===== src/rtl/tccur_pkg.sv =====
// tccur_pkg: shared types and constants for the text console cursor engine
// item payloads, cursor state, operation codes and control characters
// no dependencies
package tccur_pkg;

   localparam int ROW_W  = 5;
   localparam int COL_W  = 7;
   localparam int ADDR_W = 11;
   localparam int CELL_W = 16;

   localparam logic [1:0] OP_STREAM = 2'd0;
   localparam logic [1:0] OP_PLACE  = 2'd1;
   localparam logic [1:0] OP_CLEAR  = 2'd2;

   localparam logic [7:0] CH_NEWLINE   = 8'h0A;
   localparam logic [7:0] CH_RETURN    = 8'h0D;
   localparam logic [7:0] CH_TAB       = 8'h09;
   localparam logic [7:0] CH_BACKSPACE = 8'h08;
   localparam logic [7:0] CH_SPACE     = 8'h20;

   localparam logic [7:0] TAB_STEP = 8'd8;
   localparam logic [7:0] TAB_MASK = ~(TAB_STEP - 8'd1);

   localparam logic [7:0] TEXT_COLOR_RESET = 8'd7;

   typedef struct packed {
      logic [1:0] operation;
      logic [7:0] character;
      logic [7:0] target_row;
      logic [7:0] target_col;
      logic [7:0] cell_color;
   } req_payload_type;

   typedef struct packed {
      logic              write_valid;
      logic [ADDR_W-1:0] write_address;
      logic [CELL_W-1:0] write_cell;
      logic              scroll_up;
      logic              clear_all;
      logic [ADDR_W-1:0] cursor_position;
   } rsp_payload_type;

   typedef struct packed {
      logic [ROW_W-1:0] row;
      logic [COL_W-1:0] column;
   } cursor_type;

endpackage


===== src/rtl/tccur_req_if.sv =====
// tccur_req_if: request channel of the cursor engine, valid/ready handshake
// depends on tccur_pkg for the payload type
interface tccur_req_if;
   logic                      valid;
   logic                      ready;
   tccur_pkg::req_payload_type payload;

   modport source (output valid, output payload, input ready);
   modport sink   (input valid, input payload, output ready);
endinterface


===== src/rtl/tccur_rsp_if.sv =====
// tccur_rsp_if: response channel of the cursor engine, valid/ready handshake
// depends on tccur_pkg for the payload type
interface tccur_rsp_if;
   logic                      valid;
   logic                      ready;
   tccur_pkg::rsp_payload_type payload;

   modport source (output valid, output payload, input ready);
   modport sink   (input valid, input payload, output ready);
endinterface


===== src/rtl/tccur_step.sv =====
// tccur_step: one item's worth of cursor logic, purely combinational
// computes the cell write, scroll/clear flags and the next cursor
// depends on tccur_pkg
module tccur_step #(
   parameter int COLUMNS = 80,
   parameter int ROWS    = 25
) (
   input  tccur_pkg::req_payload_type item,
   input  tccur_pkg::cursor_type      cursor,
   input  logic [7:0]                 text_color,
   output tccur_pkg::cursor_type      cursor_next,
   output tccur_pkg::rsp_payload_type result
);

   localparam int IDX_W = tccur_pkg::ROW_W + tccur_pkg::COL_W + 1;

   function automatic logic [tccur_pkg::ADDR_W-1:0] cell_index(
      input logic [tccur_pkg::ROW_W-1:0] r,
      input logic [tccur_pkg::COL_W-1:0] c
   );
      logic [IDX_W-1:0] full;
      full = IDX_W'(r) * IDX_W'(COLUMNS) + IDX_W'(c);
      return full[tccur_pkg::ADDR_W-1:0];
   endfunction

   logic [7:0]                   col_calc;
   logic [tccur_pkg::ROW_W:0]    row_calc;
   logic [tccur_pkg::ROW_W-1:0]  wr_row;
   logic [tccur_pkg::COL_W-1:0]  wr_col;
   logic [7:0]                   wr_attr;
   logic [7:0]                   wr_char;
   logic                         wr_en;
   logic                         scroll;
   logic                         clear;

   always_comb begin
      col_calc    = 8'(cursor.column);
      row_calc    = (tccur_pkg::ROW_W+1)'(cursor.row);
      wr_row      = cursor.row;
      wr_col      = cursor.column;
      wr_attr     = text_color;
      wr_char     = item.character;
      wr_en       = 1'b0;
      scroll      = 1'b0;
      clear       = 1'b0;
      cursor_next = cursor;

      case (item.operation)
         tccur_pkg::OP_STREAM: begin
            case (item.character)
               tccur_pkg::CH_NEWLINE: begin
                  col_calc = 8'd0;
                  row_calc = row_calc + 1'b1;
               end
               tccur_pkg::CH_RETURN: begin
                  col_calc = 8'd0;
               end
               tccur_pkg::CH_TAB: begin
                  col_calc = (col_calc + tccur_pkg::TAB_STEP) & tccur_pkg::TAB_MASK;
                  if (col_calc >= 8'(COLUMNS)) begin
                     col_calc = 8'd0;
                     row_calc = row_calc + 1'b1;
                  end
               end
               tccur_pkg::CH_BACKSPACE: begin
                  // nothing happens at the left edge
                  if (cursor.column != '0) begin
                     col_calc = col_calc - 8'd1;
                     wr_col   = cursor.column - 1'b1;
                     wr_char  = tccur_pkg::CH_SPACE;
                     wr_en    = 1'b1;
                  end
               end
               default: begin
                  // printable: write at cursor, then advance with line wrap
                  wr_en    = 1'b1;
                  col_calc = col_calc + 8'd1;
                  if (col_calc >= 8'(COLUMNS)) begin
                     col_calc = 8'd0;
                     row_calc = row_calc + 1'b1;
                  end
               end
            endcase
            if (row_calc >= (tccur_pkg::ROW_W+1)'(ROWS)) begin
               scroll   = 1'b1;
               row_calc = (tccur_pkg::ROW_W+1)'(ROWS - 1);
            end
            cursor_next.row    = row_calc[tccur_pkg::ROW_W-1:0];
            cursor_next.column = col_calc[tccur_pkg::COL_W-1:0];
         end
         tccur_pkg::OP_PLACE: begin
            wr_row  = item.target_row[tccur_pkg::ROW_W-1:0];
            wr_col  = item.target_col[tccur_pkg::COL_W-1:0];
            wr_attr = item.cell_color;
            wr_en   = (item.target_row < 8'(ROWS)) && (item.target_col < 8'(COLUMNS));
         end
         tccur_pkg::OP_CLEAR: begin
            clear       = 1'b1;
            cursor_next = '0;
         end
         default: begin
         end
      endcase

      result.write_valid     = wr_en;
      result.write_address   = wr_en ? cell_index(wr_row, wr_col) : '0;
      result.write_cell      = wr_en ? {wr_attr, wr_char} : '0;
      result.scroll_up       = scroll;
      result.clear_all       = clear;
      result.cursor_position = cell_index(cursor_next.row, cursor_next.column);
   end

endmodule


===== src/rtl/text_console_cursor_engine.sv =====
// text_console_cursor_engine: top level of the character-cell cursor engine
// depends on tccur_pkg, tccur_req_if, tccur_rsp_if and tccur_step
//
// Usage:
//   req  - one item per operation: stream a character, place a character at
//          a row/column with its own attribute, or clear the screen.
//   rsp  - exactly one item per request: optional cell write (address and
//          attribute:character), scroll and clear requests for the display
//          store, and the cursor index after the operation.
//   csr  - csr_write_enable/csr_write_data load the text color attribute;
//          write it only while no items are in flight.
// From request accept to response valid, the input register takes the item,
// then the cursor logic feeds the response register. Throughput is one item
// per cycle while the receiver takes responses; the cursor register updates
// as an item passes into the response register, so back-to-back items see
// it at once. When the receiver stalls, the response register holds and the
// input register fills; req_ready drops only when both are full.
// Reset clears the cursor to row 0, column 0, sets the text color to 7 and
// empties both registers.
module text_console_cursor_engine #(
   parameter int COLUMNS = 80,
   parameter int ROWS    = 25
) (
   input  logic        clock,
   input  logic        reset,
   tccur_req_if.sink   req,
   tccur_rsp_if.source rsp,
   input  logic        csr_write_enable,
   input  logic [7:0]  csr_write_data
);

   logic                       in_valid_ff, in_valid_in;
   tccur_pkg::req_payload_type in_item_ff, in_item_in;
   logic                       out_valid_ff, out_valid_in;
   tccur_pkg::rsp_payload_type out_item_ff, out_item_in;
   tccur_pkg::cursor_type      cursor_ff, cursor_in;
   logic [7:0]                 text_color_ff, text_color_in;

   tccur_pkg::cursor_type      cursor_next;
   tccur_pkg::rsp_payload_type step_result;
   logic                       out_free;
   logic                       advance;
   logic                       accept;

   tccur_step #(
      .COLUMNS (COLUMNS),
      .ROWS    (ROWS)
   ) u_step (
      .item        (in_item_ff),
      .cursor      (cursor_ff),
      .text_color  (text_color_ff),
      .cursor_next (cursor_next),
      .result      (step_result)
   );

   assign out_free  = !out_valid_ff || rsp.ready;
   assign advance   = in_valid_ff && out_free;
   assign req.ready = !in_valid_ff || out_free;
   assign accept    = req.valid && req.ready;

   always_comb begin
      in_valid_in   = in_valid_ff;
      in_item_in    = in_item_ff;
      out_valid_in  = out_valid_ff;
      out_item_in   = out_item_ff;
      cursor_in     = cursor_ff;
      text_color_in = text_color_ff;

      if (accept) begin
         in_valid_in = 1'b1;
         in_item_in  = req.payload;
      end else if (advance) begin
         in_valid_in = 1'b0;
      end

      if (advance) begin
         out_valid_in = 1'b1;
         out_item_in  = step_result;
         cursor_in    = cursor_next;
      end else if (rsp.ready) begin
         out_valid_in = 1'b0;
      end

      if (csr_write_enable) begin
         text_color_in = csr_write_data;
      end
   end

   always_ff @(posedge clock) begin
      if (reset) begin
         in_valid_ff   <= 1'b0;
         out_valid_ff  <= 1'b0;
         cursor_ff     <= '0;
         text_color_ff <= tccur_pkg::TEXT_COLOR_RESET;
      end else begin
         in_valid_ff   <= in_valid_in;
         out_valid_ff  <= out_valid_in;
         cursor_ff     <= cursor_in;
         text_color_ff <= text_color_in;
      end
   end

   always_ff @(posedge clock) begin
      in_item_ff  <= in_item_in;
      out_item_ff <= out_item_in;
   end

   assign rsp.valid   = out_valid_ff;
   assign rsp.payload = out_item_ff;

endmodule


===== src/flat_wrapper.sv =====
// flat-port wrapper written by rule: the top's interface ports become plain ports
module text_console_cursor_engine_flat 
#(
   parameter int COLUMNS = 80,
   parameter int ROWS    = 25
)
  (clock, reset, csr_write_enable, csr_write_data, req_valid, req_payload, req_ready, rsp_valid, rsp_payload, rsp_ready);
  tccur_req_if req_i ();
  tccur_rsp_if rsp_i ();
  input  logic clock;
  input  logic reset;
  input  logic csr_write_enable;
  input  logic [7:0] csr_write_data;
  input wire logic [$bits(req_i.valid)-1:0] req_valid;
  input wire logic [$bits(req_i.payload)-1:0] req_payload;
  output wire logic [$bits(req_i.ready)-1:0] req_ready;
  output wire logic [$bits(rsp_i.valid)-1:0] rsp_valid;
  output wire logic [$bits(rsp_i.payload)-1:0] rsp_payload;
  input wire logic [$bits(rsp_i.ready)-1:0] rsp_ready;
  assign req_i.valid = req_valid;
  assign req_i.payload = req_payload;
  assign req_ready = req_i.ready;
  assign rsp_valid = rsp_i.valid;
  assign rsp_payload = rsp_i.payload;
  assign rsp_i.ready = rsp_ready;
  text_console_cursor_engine #(.COLUMNS(COLUMNS), .ROWS(ROWS)) u_core (.clock(clock), .reset(reset), .req(req_i), .rsp(rsp_i), .csr_write_enable(csr_write_enable), .csr_write_data(csr_write_data));
endmodule

===== config.mk =====
export PLATFORM = sky130hd
export DESIGN_NAME = text_console_cursor_engine_flat
export DESIGN_NICKNAME = d
export VERILOG_FILES = /design/src/rtl/tccur_pkg.sv /design/src/rtl/tccur_req_if.sv /design/src/rtl/tccur_rsp_if.sv /design/src/rtl/tccur_step.sv /design/src/rtl/text_console_cursor_engine.sv /design/src/flat_wrapper.sv
export SDC_FILE = /design/constraint.sdc
export NUM_CORES = 1
export LEC_CHECK = 0
export BUFFER_PORTS_ARGS = -buffer_cell sky130_fd_sc_hd__buf_2
export CELL_PAD_IN_SITES_DETAIL_PLACEMENT = 1
export CELL_PAD_IN_SITES_GLOBAL_PLACEMENT = 1
export CORE_AREA = 5 5 130 132
export CTS_CLUSTER_SIZE = 28
export DETAILED_ROUTE_END_ITERATION = 7
export DIE_AREA = 0 0 135 137
export PLACE_DENSITY = 0.74
export SYNTH_ARGS = -nofsm -noshare
export SYNTH_HDL_FRONTEND = slang
export SYNTH_SLANG_ARGS = --single-unit

===== constraint.sdc =====
create_clock -name clock -period 11.2 [get_ports clock]
set_clock_uncertainty 0.1 [all_clocks]
set_input_delay 0.56 -clock clock [delete_from_list [all_inputs] [get_ports clock]]
set_output_delay 0.56 -clock clock [all_outputs]
set_load 0.05 [all_outputs]

==> summary.txt, run 1 <==
I/O pin count -> 90
Post-synthesis async set-or-reset flop share -> 0
P_int -> 0.5884 mW
Final min period -> 5523 ps
Cell Count, Final, Fillers Out -> 798
# DRC -> 0
Pwr dens -> 129.9 nW/um2
Fmax -> 181.1 MHz
Final nets -> 652
Die W -> 135 um
Max Slew Vio Count -> 0
Largest net degree at the start of global routing -> 35
FP Rows -> 46
Worst rel slew slack -> 0.5119
HPWL after DPL -> 10740 um
TNS Setup -> 0 ps
Type of the worst setup path -> register to register
Final Hold Fails -> 0
Root buffer cell -> clkbuf_16
First-pass GRT wire length -> 22740 um
Most used DFF post-synth -> edfxtp_1
RSZ-0062 raised after global routing -> false
Setup WS pre-CTS -> 5658 ps
Total leakage power -> 2.512 nW
Combinational share of power -> 0.124
TritonCTS Buffers -> 9
Min-Delay Path Depth -> 1
Final period utilization -> 0.4931
Outcome -> complete, no violations
Critical path capture point type -> register
Clock tree buffer depth -> 2
Worst Reg-to-Reg Cells -> 20
Initial Util -> 0.3397
CTS resizes -> 0
Util after Layout -> 0.3999
CTS tree -> built
Sequential area share after synthesis -> 0.5081
# hold bufs at CTS -> 0
Die area -> 18500 um2
Synthesized cell area -> 5299 um2
Wirelength per Cell -> 18.20 um
Routed WL -> 14530 um
Mean Syn Cell Area -> 10.70 um2
Layout cells sized above 1 -> 0.2268
TritonRoute pass-1 iters -> 4
Seq pwr share -> 0.516
Most frequent cells in the layout -> buf_2 (89), edfxtp_1 (75), nand2_1 (49), nor2_1 (41), a21oi_1 (39)
#FFs+latches synth -> 97
Req. time, crit path -> 11210 ps
Htree depth -> 3
Ant diodes -> 0
DR vias -> 4156
Clk pwr share -> 0.360
Design Power -> 0.8105 mW
Post-synth EDFFs -> 75
GP Congestion -> 0.8609
Worst Hold Class -> input pin to register
Crit path arrival time -> 5530 ps
Cells after Synth -> 495
Worst Tran Pin Value -> 723.0 ps
Antenna viol nets, final -> 0
# placed instances -> 782
Synth unique cells -> 70
Final worst slack -> 5677 ps
Synth-to-layout area growth -> 17.71%
Syn. warnings -> 0
VDD IR-drop max -> 0.06445 mV
Post-DR vias/cell -> 5.208
Core ar. -> 15600 um2
Gr ovfl total -> 0
Crit-path max FO -> 18
Startpoint types -> register
Clock slew at reported path FFs -> 70 ps
Sw Ratio -> 0.2740
1st-iter DRT viols -> 267
Most common cell after layout, fill and taps aside -> buf_2
Die Height -> 137 um
Vias in the first global route -> 4402
P_sw -> 0.2221 mW
Clk_lat worst skew -> 350 ps
Initial antenna violation count -> 0
Clk sink count -> 97
IO Port Bufs -> 89
Max cap viols -> 0
Overall Global Routing Usage -> 0.1586
Post-CTS Setup Inserts -> 0
Reg2reg setup slack -> 5680 ps
Synth Net Count -> 570
Final setup viols -> 0
-- cells by family (layout without fill, tap and decap cells) --
group	count (synthesis)	count (layout)	synth area share
simple gates	169	169	0.1620
mux	16	16	0.03070
flops	97	97	0.5081
xor+xnor	22	22	0.03636
compound gates	118	118	0.1577
fa+ha+maj	28	28	0.07178
buf+inv	45	132	0.03329
-- area by class of cell --
class | instances | area [um2]
sequential | 97 | 2693
clock buffer | 10 | 229.0
timing repair buffer | 94 | 483.0
tap | 216 | 270.3
inverter | 22 | 82.58
fill | 1766 | 9360
multi-input combinational | 353 | 2437
clock inverter | 6 | 42.54
-- cells in the mapped netlist (2+ instances only) --
cell | count | area share
nand3_1 | 11 | 0.010
nand4_1 | 3 | 0.0035
ha_1 | 24 | 0.057
xor2_1 | 11 | 0.018
inv_1 | 22 | 0.016
nand2_1 | 49 | 0.035
nand2b_1 | 5 | 0.0059
mux2i_1 | 14 | 0.026
nor2_1 | 42 | 0.030
and3_1 | 4 | 0.0047
a21o_1 | 5 | 0.0071
nor2b_1 | 16 | 0.019
edfxtp_1 | 75 | 0.43
a211oi_1 | 6 | 0.0085
dfxtp_1 | 22 | 0.083
clkbuf_1 | 16 | 0.011
mux2_2 | 2 | 0.0042
and4_1 | 2 | 0.0033
a211o_4 | 2 | 0.0066
o22ai_1 | 3 | 0.0035
buf_2 | 6 | 0.0057
nor4_1 | 4 | 0.0047
o22a_1 | 2 | 0.0033
o31ai_1 | 5 | 0.0071
a22oi_1 | 4 | 0.0057
fa_1 | 4 | 0.015
a211o_1 | 2 | 0.0033
or3_1 | 2 | 0.0024
o311a_1 | 2 | 0.0038
a31oi_1 | 11 | 0.013
o21ai_0 | 18 | 0.017
nor3b_1 | 2 | 0.0028
a21oi_1 | 39 | 0.037
a22o_1 | 2 | 0.0033
xnor2_1 | 11 | 0.018
nor3_1 | 13 | 0.012
-- final timing paths --
| check | startpoint | end |
|---|---|---|
| max | u_core.cursor_ff[3]$_SDFFE_PP0P_ | u_core.rsp.payload[10]$_DFFE_PP_ |
| min | req_payload[22] | u_core.in_item_ff[22]$_DFFE_PP_ |
| max reg2reg | u_core.cursor_ff[3]$_SDFFE_PP0P_ | u_core.rsp.payload[10]$_DFFE_PP_ |
| min reg2reg | u_core.text_color_ff[1]$_SDFFE_PP1P_ | u_core.text_color_ff[1]$_SDFFE_PP1P_ |
-- per-stage QoR --
| stage | hold slack, ps | instance area, um2 |
|---|---|---|
| finish | 276.0 | 6237 |
| detailed placement | 368.6 | 5966 |
| global route | 261.6 | 6237 |
| CTS | 263.5 | 6237 |
| global placement | 358.5 | 5966 |
| floorplan | 341.4 | 5299 |
-- state kept, by name (all words and copies together) (netlist names) --
signal / count
u_core.cursor_ff: 12
u_core.in_item_ff: 34
u_core.in_valid_ff: 1
u_core.rsp.payload: 41
u_core.rsp.valid: 1
u_core.text_color_ff: 8
-- power by group through the flow --
stage	Sequential [mW]	Combinational (mW)	Clock [mW]
global route	0.420	0.110	0.314
finish	0.418	0.101	0.292
floorplan	0.443	0.0508	0
CTS	0.418	0.102	0.299
detailed placement	0.426	0.102	0
global placement	0.425	0.0997	0
-- critical path, stage by stage, from the launching register on --
cell and delay [ps]:
dfxtp_1 720, inv_1 170, ha_1 340, nor2_1 50, a2111o_1 420, a2111oi_2 410, a211o_4 200, nor2_4 80
a31oi_2 300, nand3_2 150, o22ai_1 350, ha_1 300, ha_1 210, inv_1 70, fa_1 470, or2_2 340
nor3_1 180, a211oi_1 90, a21oi_1 130, a21oi_1 60, xnor2_1 130
-- routing by layer --
metal  part of all wire  GRT usage  up-vias
met1               0.42     0.1873     2060
met4              0.018    0.05823        0
met3              0.040    0.03566       19
met5                  0          0        -
met2               0.52     0.2827       85
li1                   -          -     1992
(Power assumes the default switching activity.)
==> run 2, diff against run 1 <==
--- a/config.mk
+++ b/config.mk
@@ -12,7 +12,7 @@
 export CTS_CLUSTER_SIZE = 28
 export DETAILED_ROUTE_END_ITERATION = 7
 export DIE_AREA = 0 0 135 137
-export PLACE_DENSITY = 0.74
+export PLACE_DENSITY = 0.76
 export SYNTH_ARGS = -nofsm -noshare
 export SYNTH_HDL_FRONTEND = slang
 export SYNTH_SLANG_ARGS = --single-unit
==> constraint.sdc (replaced) <==
create_clock -name clock -period 4.5 [get_ports clock]
set_clock_uncertainty 0.1 [all_clocks]
set_input_delay 0.225 -clock clock [delete_from_list [all_inputs] [get_ports clock]]
set_output_delay 0.225 -clock clock [all_outputs]
set_load 0.05 [all_outputs]
==> summary.txt, run 2 (synthesis results as in run 1) <==
GP Congestion -> 0.9387
Failing checks -> negative setup slack
Worst Hold Class -> input pin to register
Crit path arrival time -> 4540 ps
Die Height -> 137 um
Post-DR vias/cell -> 5.215
GR Util met2 -> 0.3477
Max Slew Vio Count -> 0
R2r startpoint -> u_core.cursor_ff[3]$_SDFFE_PP0P_
Met1 usage -> 0.2247
Pwr dens -> 297.7 nW/um2
Worst rel slew slack -> 0.4023
Final Hold Fails -> 0
Final period utilization -> 1.007
Worst Tran Pin Value -> 896.6 ps
Startpoint types -> register
Crit-path max FO -> 4
Total leakage power -> 2.980 nW
Most common cell after layout, fill and taps aside -> buf_2
HP Start -> req_valid
Root buffer cell -> clkbuf_16
FP Rows -> 46
Vias in the first global route -> 5187
Synth-to-layout area growth -> 37.38%
Final worst slack -> -31.17 ps
# DRC -> 0
CTS tree -> built
Initial Util -> 0.3397
Ant diodes -> 0
Clock slew at reported path FFs -> 70 ps
Final Instance Area -> 7279 um2
Critical path capture point type -> register
Fmax -> 220.7 MHz
Htree depth -> 3
Post-DP Area -> 6364 um2
Layer with the highest usage -> met2
Die W -> 135 um
VDD IR-drop max -> 0.1773 mV
Wirelength per Cell -> 19.52 um
Clk sink count -> 97
TNS Setup -> -31.17 ps
Area taken by multi-input logic gates -> 2643 um2
I/O pin count -> 90
RSZ-0062 raised after global routing -> true
Clock tree buffer depth -> 2
TritonCTS Buffers -> 9
DR vias -> 4647
Most frequent cells in the layout -> buf_2 (89), edfxtp_1 (75), buf_4 (60), nand2_1 (48), nor2_1 (39)
First-pass GRT wire length -> 27660 um
Outcome -> complete, but fails checks
Antenna viol nets, final -> 0
Sequential Area -> 2701 um2
Die area -> 18500 um2
Routed WL -> 17390 um
Final nets -> 745
Final min period -> 4531 ps
Final setup viols -> 1
IO Port Bufs -> 89
Max FFs per register -> 41
Max cap viols -> 0
Initial antenna violation count -> 0
1st-iter DRT viols -> 388
Layout cells sized above 1 -> 0.3274
HPWL after DPL -> 11830 um
Met3 GRT Util -> 0.02794
# fillers -> 1710
TritonRoute pass-1 iters -> 4
Gr ovfl total -> 0
Beginning of the critical path -> u_core.cursor_ff[3]$_SDFFE_PP0P_
Core ar. -> 15600 um2
Type of the worst setup path -> register to register
Overall Global Routing Usage -> 0.1905
Largest net degree at the start of global routing -> 35
Req. time, crit path -> 4510 ps
Clk_lat worst skew -> 360 ps
run 2: changes by cell type in the layout (fill, tap and decap cells not counted), moves of 3 or more:
cell,previous run,this run
dlygate4sd3_1,0,36
a21oi_1,39,36
dfxtp_1,22,19
inv_1,22,19
buf_4,5,60
ha_4,0,4
ha_1,24,18
run 2: critical path: stages, from the launching register on:
cell	delay, ps
dfxtp_4	380
inv_2	60
ha_4	260
nor2_1	40
a2111o_1	460
a2111oi_4	350
a211o_4	200
nor2_4	60
a31oi_4	190
nand3_4	130
buf_6	160
o22ai_4	140
ha_4	240
ha_4	170
inv_2	60
fa_2	470
or2_4	290
nor3_4	130
a211oi_2	70
a21oi_2	110
a21oi_1	60
xnor2_1	140
run 2: area by class of cell:
| cell class | instances | share of cell area |
|---|---|---|
| clock buffer | 10 | 0.03145 |
| clock inverter | 6 | 0.009969 |
| inverter | 22 | 0.01169 |
| multi-input combinational | 353 | 0.3630 |
| sequential | 97 | 0.3711 |
| tap | 216 | 0.03713 |
| timing repair buffer | 187 | 0.1757 |
run 2: per-layer routing:
metal  vias to the layer above  wire [um]
met5                         -          0
met4                         0        503
met3                        41        667
met2                       125       9237
met1                      2306       6985
li1                       2175          -
run 2: what timing repair did:
action | 4_1_cts | 5_1_grt
resized for setup | 24 | 13
setup buffers | 8 | 3
pin swaps | 21 | 9
hold endpoints to repair | 36 | 0
setup endpoints to repair | 2 | 2
hold buffers | 36 | 0
run 2: per-stage QoR:
step                        util  setup WS [ps]  total power, mW  hold slack [ps]  cells
final                     0.4667         -31.17            2.167            6.482    891
after global routing      0.4667         -146.0            2.246            17.26    891
after CTS                 0.4616          10.89            2.177            4.355    888
after detailed placement  0.4080         -362.1            1.340            303.7    828
after global placement    0.4080         -62.62            1.329            301.0    828
after floorplan                -          11.53            1.232            223.9    495
run 2: report_power, final:
part,switching [mW],internal (mW),leakage (nW)
Combinational,0.203,0.122,1.92
Sequential,0.0238,1.01,0.918
Clock,0.369,0.439,0.144
Total,0.596,1.57,2.98
run 2: path summary, 6_finish.rpt:
| check | to | slack, ps | cells after the start |
|---|---|---|---|
| worst min register to register | u_core.text_color_ff[1]$_SDFFE_PP1P_ | 390 | 2 |
| worst max-delay path | u_core.rsp.payload[10]$_DFFE_PP_ | -30 | 21 |
| worst max register to register | u_core.rsp.payload[10]$_DFFE_PP_ | -30 | 21 |
| worst min-delay path | u_core.in_valid_ff$_SDFFE_PP0P_ | 6 | 3 |
==> run 3, diff against run 2 <==
--- a/config.mk
+++ b/config.mk
@@ -8,11 +8,12 @@
 export BUFFER_PORTS_ARGS = -buffer_cell sky130_fd_sc_hd__buf_2
 export CELL_PAD_IN_SITES_DETAIL_PLACEMENT = 1
 export CELL_PAD_IN_SITES_GLOBAL_PLACEMENT = 1
-export CORE_AREA = 5 5 130 132
+export CORE_AREA = 5 5 139 141
+export CTS_BUF_LIST = sky130_fd_sc_hd__clkbuf_2
 export CTS_CLUSTER_SIZE = 28
 export DETAILED_ROUTE_END_ITERATION = 7
-export DIE_AREA = 0 0 135 137
-export PLACE_DENSITY = 0.76
+export DIE_AREA = 0 0 144 146
+export PLACE_DENSITY = 0.64
 export SYNTH_ARGS = -nofsm -noshare
 export SYNTH_HDL_FRONTEND = slang
 export SYNTH_SLANG_ARGS = --single-unit
==> summary.txt, run 3 (synthesis results as in run 1) <==
Worst Tran Pin Value -> 890.7 ps
CTS tree -> built
Routed WL -> 17150 um
Crit path arrival time -> 4930 ps
# placed instances -> 847
Initial Util -> 0.2970
Post-DR vias/cell -> 4.963
Htree depth -> 3
Cell Count, Final, Fillers Out -> 931
Final min period -> 4562 ps
Die area -> 21020 um2
Total leakage power -> 3.021 nW
Root buffer cell -> clkbuf_2
Area taken by multi-input logic gates -> 2586 um2
Worst Hold Class -> input pin to register
Cell Chain, Critical Path -> ha_4 -> and3_4 -> and4_4 -> a211o_4 -> a211o_4 -> o221a_4 -> o21ai_4 -> nand3_4 -> buf_6 -> o22ai_4 -> ha_4 -> ha_2 -> inv_2 -> fa_1 -> or2_4 -> nor3_2 -> a211oi_1 -> a21oi_1 -> a21oi_2 -> xnor2_1
Largest stage delay on the critical path -> 460 ps
Req. time, crit path -> 4870 ps
TNS Setup -> -62.44 ps
Post-DP Area -> 6425 um2
TritonCTS Buffers -> 9
Critical path capture point type -> register
Clk_lat worst skew -> 650 ps
Reg2reg setup slack -> -60 ps
Setup WS pre-CTS -> -184.8 ps
# fillers -> 2012
Clk sink count -> 97
Final worst slack -> -62.44 ps
Pwr dens -> 257.0 nW/um2
Synth-to-layout area growth -> 38.28%
Final Hold Fails -> 0
Layout cells sized above 1 -> 0.3057
Overall Global Routing Usage -> 0.1658
Min-Delay Path Depth -> 2
# DRC -> 0
Largest net degree at the start of global routing -> 35
R2r startpoint -> u_core.cursor_ff[0]$_SDFFE_PP0P_
Vias in the first global route -> 4977
Outcome -> complete, but fails checks
Slowest stage cell, crit path -> fa_1
Util after Layout -> 0.4107
Hold endpoint -> u_core.in_item_ff[1]$_DFFE_PP_
Min Hold Slack -> 138.1 ps
FP Rows -> 49
Final period utilization -> 1.014
Final Instance Area -> 7327 um2
Final nets -> 770
TritonRoute pass-1 iters -> 4
DR vias -> 4621
Most frequent cells in the layout -> buf_2 (89), edfxtp_1 (75), dlygate4sd3_1 (61), buf_4 (61), nand2_1 (49)
Die Height -> 146 um
1st-iter DRT viols -> 208
Die W -> 144 um
Final setup viols -> 1
Max cap viols -> 0
HPWL after DPL -> 12100 um
RSZ-0062 raised after global routing -> true
Failing checks -> negative setup slack
Design Power -> 1.883 mW
GP Congestion -> 0.8890
Type of the worst setup path -> register to register
Sequential Area -> 2704 um2
Worst rel slew slack -> 0.4062
VDD IR-drop max -> 0.1352 mV
Clock tree buffer depth -> 2
IO Port Bufs -> 89
Initial antenna violation count -> 1
Antenna viol nets, final -> 0
Gr ovfl total -> 0
Most common cell after layout, fill and taps aside -> buf_2
Crit-path max FO -> 4
Wirelength per Cell -> 18.42 um
First-pass GRT wire length -> 27090 um
I/O pin count -> 90
HP Start -> req_payload[1]
Worst Reg-to-Reg Cells -> 20
Core ar. -> 17840 um2
Max FFs per register -> 41
Fmax -> 219.2 MHz
Max Slew Vio Count -> 0
R2R Path End -> u_core.rsp.payload[10]$_DFFE_PP_
Clock slew at reported path FFs -> 320 ps
Startpoint types -> register
[run 3: layout make-up]
cell class / instances / share of cell area
Clock inverter: 7 / 0.01264
Sequential cell: 97 / 0.3690
Inverter: 22 / 0.01127
Clock buffer: 9 / 0.006148
Multi-Input combinational cell: 353 / 0.3530
Timing Repair Buffer: 212 / 0.2082
Antenna cell: 2 / 0.0006831
Tap cell: 229 / 0.03911
[run 3: power breakdown]
group	switching (mW)	internal [mW]	leakage [nW]	total, mW
combinational	0.205	0.139	2.02	0.344
clock	0.359	0.146	0.0822	0.505
sequential	0.0226	1.01	0.919	1.03
total	0.586	1.30	3.02	1.88
[run 3: worst max-delay path, delay by kind of cell, from the launching register on]
family | cells | cell delay (ps)
AOI/OAI and AO/OA | 8 | 1610
xor gates and xnor gates | 1 | 130
adders and majority gates | 4 | 1050
buffers and inverters | 2 | 210
DFF | 1 | 410
and+or+nand+nor | 5 | 860
[run 3: worst max-delay path by stage]
| stage | from | to | slack (ps) | depth (start not counted) |
|---|---|---|---|---|
| after floorplan | u_core.cursor_ff[3]$_SDFFE_PP0P_ | u_core.rsp.payload[10]$_DFFE_PP_ | 10 | 21 |
| after global placement | u_core.cursor_ff[4]$_SDFFE_PP0P_ | u_core.rsp.payload[10]$_DFFE_PP_ | 20 | 19 |
| after detailed placement | u_core.cursor_ff[4]$_SDFFE_PP0P_ | u_core.rsp.payload[10]$_DFFE_PP_ | -180 | 19 |
| after CTS | u_core.cursor_ff[0]$_SDFFE_PP0P_ | u_core.rsp.payload[10]$_DFFE_PP_ | 2 | 20 |
| after global routing | u_core.cursor_ff[4]$_SDFFE_PP0P_ | u_core.rsp.payload[10]$_DFFE_PP_ | -170 | 21 |
| final | u_core.cursor_ff[0]$_SDFFE_PP0P_ | u_core.rsp.payload[10]$_DFFE_PP_ | -60 | 20 |
[run 3: layer usage]
metal,GRT usage,part of all wire,vias up
met5,0,0,-
met4,0.05979,0.021,0
met3,0.02432,0.027,26
met2,0.2980,0.54,78
met1,0.1984,0.41,2288
li1,-,-,2229
[run 3: repair_timing]
item,4_1_cts,5_1_grt
hold buffers,61,0
endpoints found under the hold margin,53,0
endpoints found under the setup margin,1,2
pin swaps,4,12
gates resized for setup,7,17
buffers inserted,2,3
